[src/hdl/rtoh_pkg.sv]
`timescale 1ns / 1ps
// ----------------------------------------------------------------------------
// RGB to HSV package
// Widths, fixed-point constants and shared types of the RGB to HSV converter.
// ----------------------------------------------------------------------------
package rtoh_pkg;

    localparam int CHANNEL_BITS      = 8;
    localparam int HUE_FRACTION_BITS = 6;

    localparam int HUE_BITS   = 9 + HUE_FRACTION_BITS;
    localparam int QUO_BITS   = (HUE_BITS > CHANNEL_BITS) ? HUE_BITS : CHANNEL_BITS;
    localparam int DIV_N_BITS = QUO_BITS + CHANNEL_BITS;
    localparam int NUM_BITS   = CHANNEL_BITS + 3;
    localparam int HUE_SCALE  = 60 << HUE_FRACTION_BITS;
    localparam int HUE_LIMIT  = 360 << HUE_FRACTION_BITS;
    localparam int PIPE_DEPTH = QUO_BITS + 4;

    typedef logic [CHANNEL_BITS-1:0]      t_chan;
    typedef logic signed [CHANNEL_BITS:0] t_sdiff;
    typedef logic [NUM_BITS-1:0]          t_num;
    typedef logic signed [NUM_BITS:0]     t_snum;
    typedef logic [DIV_N_BITS-1:0]        t_dividend;
    typedef logic [QUO_BITS-1:0]          t_quo;
    typedef logic [HUE_BITS-1:0]          t_hue;

    typedef enum logic [1:0] {
        SEC_RED,
        SEC_GREEN,
        SEC_BLUE
    } t_sector;

endpackage

[src/hdl/rgb_to_hsv_converter_top.sv]
`timescale 1ns / 1ps
// ----------------------------------------------------------------------------
// RGB to HSV converter
// Converts one pixel of red, green and blue into hue, saturation and value.
//
//   Channel | Valid    | Stall    | Payload
//   --------+----------+----------+----------------------------------------
//   input   | i_valid  | o_stall  | i_red, i_green, i_blue
//   output  | o_valid  | i_stall  | o_hue, o_saturation, o_brightness
//
// One item is taken per cycle while no result is stalled at the output; the
// pipeline depth is set by the one-bit-per-stage dividers for hue and saturation.
// The whole pipeline advances together and holds only while a result waits
// at the output under stall, so no item is lost or repeated.
// Reset clears every valid bit.
// ----------------------------------------------------------------------------
module rgb_to_hsv_converter_top (
    input  logic                i_clk,
    input  logic                i_rst_n,
    input  logic                i_valid,
    output logic                o_stall,
    input  rtoh_pkg::t_chan     i_red,
    input  rtoh_pkg::t_chan     i_green,
    input  rtoh_pkg::t_chan     i_blue,
    output logic                o_valid,
    input  logic                i_stall,
    output rtoh_pkg::t_hue      o_hue,
    output rtoh_pkg::t_chan     o_saturation,
    output rtoh_pkg::t_chan     o_brightness
);

    logic                  r_vld [0:rtoh_pkg::PIPE_DEPTH-1];
    logic                  w_adv;

    rtoh_pkg::t_chan       w_max;
    rtoh_pkg::t_chan       w_min;
    rtoh_pkg::t_sector     w_sector;
    rtoh_pkg::t_sdiff      w_diff;

    rtoh_pkg::t_chan       r1_mx;
    rtoh_pkg::t_chan       r1_delta;
    rtoh_pkg::t_sector     r1_sector;
    rtoh_pkg::t_sdiff      r1_diff;

    rtoh_pkg::t_snum       w_dext;
    rtoh_pkg::t_snum       w_base;
    rtoh_pkg::t_snum       w_pre;
    rtoh_pkg::t_snum       w_wrap;

    rtoh_pkg::t_chan       r2_mx;
    rtoh_pkg::t_num        r2_num;
    rtoh_pkg::t_dividend   r2_sat_dvd;
    rtoh_pkg::t_chan       r2_hue_dvs;
    rtoh_pkg::t_chan       r2_sat_dvs;

    rtoh_pkg::t_dividend   w_hue_dvd;
    rtoh_pkg::t_quo        w_hue_q;
    rtoh_pkg::t_quo        w_sat_q;

    rtoh_pkg::t_chan       r_mx_line [0:rtoh_pkg::QUO_BITS];
    rtoh_pkg::t_hue        r_hue;
    rtoh_pkg::t_chan       r_sat;
    rtoh_pkg::t_chan       r_bright;

    assign w_adv   = !(r_vld[rtoh_pkg::PIPE_DEPTH-1] && i_stall);
    assign o_stall = r_vld[rtoh_pkg::PIPE_DEPTH-1] && i_stall;

    always_ff @(posedge i_clk) begin
        if (!i_rst_n) begin
            for (int k = 0; k < rtoh_pkg::PIPE_DEPTH; k++) begin
                r_vld[k] <= 1'b0;
            end
        end else if (w_adv) begin
            r_vld[0] <= i_valid;
            for (int k = 1; k < rtoh_pkg::PIPE_DEPTH; k++) begin
                r_vld[k] <= r_vld[k-1];
            end
        end
    end

    always_comb begin
        if (i_red >= i_green && i_red >= i_blue) begin
            w_sector = rtoh_pkg::SEC_RED;
            w_max    = i_red;
            w_diff   = rtoh_pkg::t_sdiff'({1'b0, i_green}) - rtoh_pkg::t_sdiff'({1'b0, i_blue});
        end else if (i_green >= i_blue) begin
            w_sector = rtoh_pkg::SEC_GREEN;
            w_max    = i_green;
            w_diff   = rtoh_pkg::t_sdiff'({1'b0, i_blue}) - rtoh_pkg::t_sdiff'({1'b0, i_red});
        end else begin
            w_sector = rtoh_pkg::SEC_BLUE;
            w_max    = i_blue;
            w_diff   = rtoh_pkg::t_sdiff'({1'b0, i_red}) - rtoh_pkg::t_sdiff'({1'b0, i_green});
        end
        if (i_red <= i_green && i_red <= i_blue) begin
            w_min = i_red;
        end else if (i_green <= i_blue) begin
            w_min = i_green;
        end else begin
            w_min = i_blue;
        end
    end

    always_ff @(posedge i_clk) begin
        if (w_adv) begin
            r1_mx     <= w_max;
            r1_delta  <= w_max - w_min;
            r1_sector <= w_sector;
            r1_diff   <= w_diff;
        end
    end

    always_comb begin
        w_dext = rtoh_pkg::t_snum'(r1_delta);
        case (r1_sector)
            rtoh_pkg::SEC_GREEN: w_base = w_dext <<< 1;
            rtoh_pkg::SEC_BLUE:  w_base = w_dext <<< 2;
            default:             w_base = '0;
        endcase
        w_pre = w_base + rtoh_pkg::t_snum'(r1_diff);
        if (w_pre[rtoh_pkg::NUM_BITS]) begin
            w_wrap = w_pre + (w_dext <<< 2) + (w_dext <<< 1);
        end else begin
            w_wrap = w_pre;
        end
    end

    always_ff @(posedge i_clk) begin
        if (w_adv) begin
            r2_mx      <= r1_mx;
            r2_num     <= w_wrap[rtoh_pkg::NUM_BITS-1:0];
            r2_sat_dvd <= (rtoh_pkg::t_dividend'(r1_delta) << rtoh_pkg::CHANNEL_BITS)
                          - rtoh_pkg::t_dividend'(r1_delta);
            r2_hue_dvs <= (r1_delta == '0) ? rtoh_pkg::t_chan'(1) : r1_delta;
            r2_sat_dvs <= (r1_mx == '0) ? rtoh_pkg::t_chan'(1) : r1_mx;
        end
    end

    assign w_hue_dvd = rtoh_pkg::t_dividend'(rtoh_pkg::t_dividend'(r2_num)
                       * rtoh_pkg::t_dividend'(rtoh_pkg::HUE_SCALE));

    rtoh_div u_hue_div (
        .i_clk      (i_clk),
        .i_en       (w_adv),
        .i_dividend (w_hue_dvd),
        .i_divisor  (r2_hue_dvs),
        .o_quotient (w_hue_q)
    );

    rtoh_div u_sat_div (
        .i_clk      (i_clk),
        .i_en       (w_adv),
        .i_dividend (r2_sat_dvd),
        .i_divisor  (r2_sat_dvs),
        .o_quotient (w_sat_q)
    );

    always_ff @(posedge i_clk) begin
        if (w_adv) begin
            r_mx_line[0] <= r2_mx;
            for (int k = 1; k <= rtoh_pkg::QUO_BITS; k++) begin
                r_mx_line[k] <= r_mx_line[k-1];
            end
            r_hue    <= w_hue_q[rtoh_pkg::HUE_BITS-1:0];
            r_sat    <= w_sat_q[rtoh_pkg::CHANNEL_BITS-1:0];
            r_bright <= r_mx_line[rtoh_pkg::QUO_BITS];
        end
    end

    assign o_valid      = r_vld[rtoh_pkg::PIPE_DEPTH-1];
    assign o_hue        = r_hue;
    assign o_saturation = r_sat;
    assign o_brightness = r_bright;

endmodule

[src/hdl/rtoh_div.sv]
`timescale 1ns / 1ps
// ----------------------------------------------------------------------------
// Pipelined restoring divider
// Takes one dividend and divisor each enabled cycle and gives the quotient
// one bit per stage, after an input register for dividend and divisor.
// The quotient must fit in QUO_BITS and the divisor must not be zero.
// ----------------------------------------------------------------------------
module rtoh_div (
    input  logic               i_clk,
    input  logic               i_en,
    input  rtoh_pkg::t_dividend i_dividend,
    input  rtoh_pkg::t_chan    i_divisor,
    output rtoh_pkg::t_quo     o_quotient
);

    rtoh_pkg::t_chan r_rem [0:rtoh_pkg::QUO_BITS-1];
    rtoh_pkg::t_quo  r_low [0:rtoh_pkg::QUO_BITS-1];
    rtoh_pkg::t_chan r_dvs [0:rtoh_pkg::QUO_BITS-1];
    rtoh_pkg::t_quo  r_quo [1:rtoh_pkg::QUO_BITS];

    always_ff @(posedge i_clk) begin
        if (i_en) begin
            r_rem[0] <= i_dividend[rtoh_pkg::DIV_N_BITS-1:rtoh_pkg::QUO_BITS];
            r_low[0] <= i_dividend[rtoh_pkg::QUO_BITS-1:0];
            r_dvs[0] <= i_divisor;
        end
    end

    for (genvar s = 1; s <= rtoh_pkg::QUO_BITS; s++) begin : g_stage
        logic [rtoh_pkg::CHANNEL_BITS:0] w_sh;
        logic [rtoh_pkg::CHANNEL_BITS:0] w_sub;
        logic                            w_ge;
        rtoh_pkg::t_chan                 n_rem;
        rtoh_pkg::t_quo                  n_quo;

        always_comb begin
            w_sh  = {r_rem[s-1], r_low[s-1][rtoh_pkg::QUO_BITS-1]};
            w_sub = w_sh - {1'b0, r_dvs[s-1]};
            w_ge  = (w_sh >= {1'b0, r_dvs[s-1]});
            n_rem = w_ge ? w_sub[rtoh_pkg::CHANNEL_BITS-1:0]
                         : w_sh[rtoh_pkg::CHANNEL_BITS-1:0];
        end

        if (s == 1) begin : g_first
            assign n_quo = rtoh_pkg::t_quo'(w_ge);
        end else begin : g_next
            assign n_quo = {r_quo[s-1][rtoh_pkg::QUO_BITS-2:0], w_ge};
        end

        always_ff @(posedge i_clk) begin
            if (i_en) begin
                r_quo[s] <= n_quo;
            end
        end

        if (s < rtoh_pkg::QUO_BITS) begin : g_carry
            always_ff @(posedge i_clk) begin
                if (i_en) begin
                    r_rem[s] <= n_rem;
                    r_low[s] <= r_low[s-1] << 1;
                    r_dvs[s] <= r_dvs[s-1];
                end
            end
        end
    end

    assign o_quotient = r_quo[rtoh_pkg::QUO_BITS];

endmodule

[config.mk]
export PLATFORM = sky130hd
export DESIGN_NAME = rgb_to_hsv_converter_top
export DESIGN_NICKNAME = d
export VERILOG_FILES = /design/src/hdl/rtoh_pkg.sv /design/src/hdl/rgb_to_hsv_converter_top.sv /design/src/hdl/rtoh_div.sv
export SDC_FILE = /design/constraint.sdc
export NUM_CORES = 2
export LEC_CHECK = 0
export BUFFER_PORTS_ARGS = -buffer_cell sky130_fd_sc_hd__buf_2
export CORE_MARGIN = 5
export CORE_UTILIZATION = 30
export DETAILED_ROUTE_END_ITERATION = 6
export MAX_ROUTING_LAYER = met4
export PLACE_DENSITY = 0.52
export SYNTH_ARGS = -nofsm -noshare
export SYNTH_HDL_FRONTEND = slang
export SYNTH_SLANG_ARGS = --single-unit
[constraint.sdc]
create_clock -name i_clk -period 41.8 [get_ports i_clk]
set_input_delay 4.18 -clock i_clk [delete_from_list [all_inputs] [get_ports i_clk]]
set_output_delay 4.18 -clock i_clk [all_outputs]
set_load 0.02 [all_outputs]
==> results.md <==
Drt
- **WL final** 97.1 mm
- **Pre-antenna DRT Iters** 5
- **via count** 32500
- **DRT antenna net count** 0
- **Via density** 4.73
- **post-detailed-route DRC marker count** 0
- **drt initial violations** 1828
- **final routed wire length divided by cell count** 14.2 um

Floorplan
- **Core Footprint** 174000 um^2
- **number of rows in the core area** 153
- **die area** 184000 um^2
- **number of top-level design ports** 61
- **Die H** 429 um
- **effective utilization at floorplan** 30.2%
- **horizontal die dimension** 429 um

Synth
- **share of synthesized flip-flops with an asynchronous set or reset** 0%
- **most used flip-flop cell after synthesis** sky130_fd_sc_hd__edfxtp_1
- **number of enable-type register cells in the synthesized netlist** 1018
- **synthesized instance count** 4373
- **syn avg cell area** 12.0 um^2
- **proportion of synthesized chip area in sequential cells** 58.8%
- **number of unique standard cell types used by synthesis** 68
- **Yosys warning count** 0
- **area of the mapped netlist** 52600 um^2
- **synthesized net count** 4781
- **count of state elements after synthesis** 1035

Critical path
- **Slowest cell on crit path** sky130_fd_sc_hd__clkinv_1
- **type of the setup path with the least slack** in2out
- **cell repeated most along the worst path** sky130_fd_sc_hd__buf_2
- **cell breakdown of the critical path** buf_2 -> nand2_4 -> clkinv_1 -> buf_2
- **Critical Path Fanout Max** 54
- **Worst setup EP type** output port
- **register-to-register setup slack** 37270 ps
- **Critical Path RT** 37620 ps
- **first element of the critical path** i_stall
- **data arrival time of the critical path** 5750 ps
- **critical path's largest stage delay** 630 ps
- **Critical Path Source Type** input pin
- **delay-heaviest family, CP** buffers and inverters
- **buffering stage count on the worst path with inverters included** 3
- **launch point of the worst reg-to-reg path** r1_sector[1]$_SDFFCE_PP0N_

Global routing
- **initial antenna violation count** 0
- **total grt overflow** 0
- **via count of the first global-routing pass** 32100
- **pin count of the biggest net entering global routing** 173
- **wire length of the first global-routing pass** 162 mm
- **GR met3 Demand/Resource** 1.77%
- **Global Route met1 Usage** 13.2%
- **fraction of met2 tracks used by global routing** 18.1%
- **GRT Max-Usage Layer** met2
- **gr usage total** 10.7%

Timing
- **final hold violation count** 0
- **Slew HR** 27.8%
- **final setup vio count** 0
- **post-layout min period** 9930 ps
- **timing-limited maximum frequency** 101 MHz
- **Clock Skews** 78.7 ps
- **number of max-slew violations in the final report** 0
- **crit share post-route** 23.8%
- **Slew @ Worst Pin** 1080 ps
- **unrepaired setup endpoints after global routing** false
- **total negative slack** 0 ps

CTS
- **hold buffer count at cts** 0
- **count of H-tree levels built during CTS** 3
- **post-CTS setup-driven buffer insertion count** 0
- **CTS Sinks** 1035
- **count of cells resized by post-cts repair** 0
- **root buffer cell** sky130_fd_sc_hd__clkbuf_16
- **buffers from clock root to sink, at most** 3
- **insertion delay to the later sink of the worst-skew pair** 740 ps
- **clock tree from TritonCTS** yes
- **cts bufs inserted** 115
- **clock slew at the register clock pins of the worst setup and hold paths** 60 ps

Hold path
- **hold crit path type** reg2reg
- **startpoint of the lowest-slack hold path** u_hue_div.r_low[0][82]$_DFFE_PN_

Place
- **GPL Wtd Cong** 0.812
- **post-placement cell area** 55400 um^2
- **placed wire-length estimate** 68.5 mm
- **total of buffers placed on input and output ports** 60

Finish
- **P&R area growth vs syn** 12.9%
- **share of post-route cells with drive strength above 1** 7.40%
- **net total in the final layout** 4841
- **Ant. Diodes** 0
- **post-route cell area** 59400 um^2

Outcome
- **status** completed

Run
- **number of maximum-capacitance constraint violations** 0

[cell type report]
cell class / instances / area, um^2
fillers: 17200 / 115000
flip-flops and latches: 1035 / 30900
multi-input cells: 2726 / 19400
clock buffers: 127 / 2920
well taps: 2325 / 2910
inverters: 479 / 1800
clock inverters: 86 / 1030
repair buffers: 76 / 433
[stage by stage]
| stage | std cells | hold slack, ps | setup WS, ps | util [%] |
|---|---|---|---|---|
| finish | 6854 | 390 | 31870 | 34.1 |
| global route | 6854 | 400 | 31670 | 34.1 |
| CTS | 6854 | 391 | 31760 | 34.1 |
| detailed placement | 6641 | 405 | 31760 | 31.8 |
| global placement | 6641 | 400 | 31810 | 31.8 |
| floorplan | 4373 | 400 | 7440 | - |
[cell families after synthesis]
kind of cell / Yosys count / share of synthesized area, %
compound gates: 938 / 12.0
xor+xnor: 96 / 1.60
fa+ha+maj: 380 / 9.90
buf+inv: 612 / 4.39
flops: 1035 / 58.8
mux: 51 / 1.05
simple gates: 1261 / 12.2
[cells in the final DEF (no fill, tap or decap), types with 68 or more instances in the layout]
master                         n
sky130_fd_sc_hd__nand2_1     268
sky130_fd_sc_hd__ha_1        320
sky130_fd_sc_hd__nor2_1      252
sky130_fd_sc_hd__nor3_1      117
sky130_fd_sc_hd__clkbuf_16   115
sky130_fd_sc_hd__xnor2_1      68
sky130_fd_sc_hd__and3_1       70
sky130_fd_sc_hd__or4_1        77
sky130_fd_sc_hd__inv_1       478
sky130_fd_sc_hd__nor2b_1      76
sky130_fd_sc_hd__edfxtp_1   1018
sky130_fd_sc_hd__o211ai_1     68
sky130_fd_sc_hd__a211oi_1    102
sky130_fd_sc_hd__a31oi_1      85
sky130_fd_sc_hd__a21oi_1     133
sky130_fd_sc_hd__nand3_1     163
sky130_fd_sc_hd__o21ai_0     164
sky130_fd_sc_hd__a21boi_0     94
[final timing paths]
kind                                 endpoint  cells after the start
min          u_hue_div.r_low[0][97]$_DFFE_PN_                      0
max                                   o_stall                      4
max reg2reg              r2_num[10]$_DFFE_PN_                     19
min reg2reg  u_hue_div.r_low[0][97]$_DFFE_PN_                      0
[routing by layer]
metal  wire (um)  vias up  part of all wire (%)
li1            -    16400                     -
met1       44000    15500                    45
met2       47500      445                    49
met3        3290      150                   3.4
met4        2220        0                   2.3
met5           0        -                     0
[synthesized netlist by cell type, types with 68 or more instances]
| cell | instances | share of area (%) |
|---|---|---|
| sky130_fd_sc_hd__edfxtp_1 | 1018 | 58 |
| sky130_fd_sc_hd__inv_1 | 478 | 3.4 |
| sky130_fd_sc_hd__ha_1 | 320 | 7.6 |
| sky130_fd_sc_hd__nand2_1 | 269 | 1.9 |
| sky130_fd_sc_hd__nor2_1 | 252 | 1.8 |
| sky130_fd_sc_hd__o21ai_0 | 164 | 1.6 |
| sky130_fd_sc_hd__nand3_1 | 163 | 1.6 |
| sky130_fd_sc_hd__a21oi_1 | 133 | 1.3 |
| sky130_fd_sc_hd__clkbuf_1 | 123 | 0.88 |
| sky130_fd_sc_hd__nor3_1 | 117 | 1.1 |
| sky130_fd_sc_hd__a211oi_1 | 102 | 1.5 |
| sky130_fd_sc_hd__a21boi_0 | 94 | 1.3 |
| sky130_fd_sc_hd__a31oi_1 | 85 | 1.0 |
| sky130_fd_sc_hd__or4_1 | 77 | 1.1 |
| sky130_fd_sc_hd__nor2b_1 | 76 | 0.90 |
| sky130_fd_sc_hd__and3_1 | 70 | 0.83 |
| sky130_fd_sc_hd__o211ai_1 | 68 | 0.97 |
| sky130_fd_sc_hd__xnor2_1 | 68 | 1.1 |
[state kept, by name (all words and copies together) (netlist names), 9 cells and up]
signal           flops
o_hue               15
r1_diff              9
r2_num              11
r2_sat_dvd          17
r_mx_line          128
r_vld               19
u_hue_div.r_dvs    120
u_hue_div.r_low     28
u_hue_div.r_quo    120
u_hue_div.r_rem    120
u_sat_div.r_dvs    120
u_sat_div.r_low    120
u_sat_div.r_quo     36
u_sat_div.r_rem    114
Power is left out: the tool's default activity adds up to more than one toggle a clock period on the data nets, which glitch-free logic cannot reach.
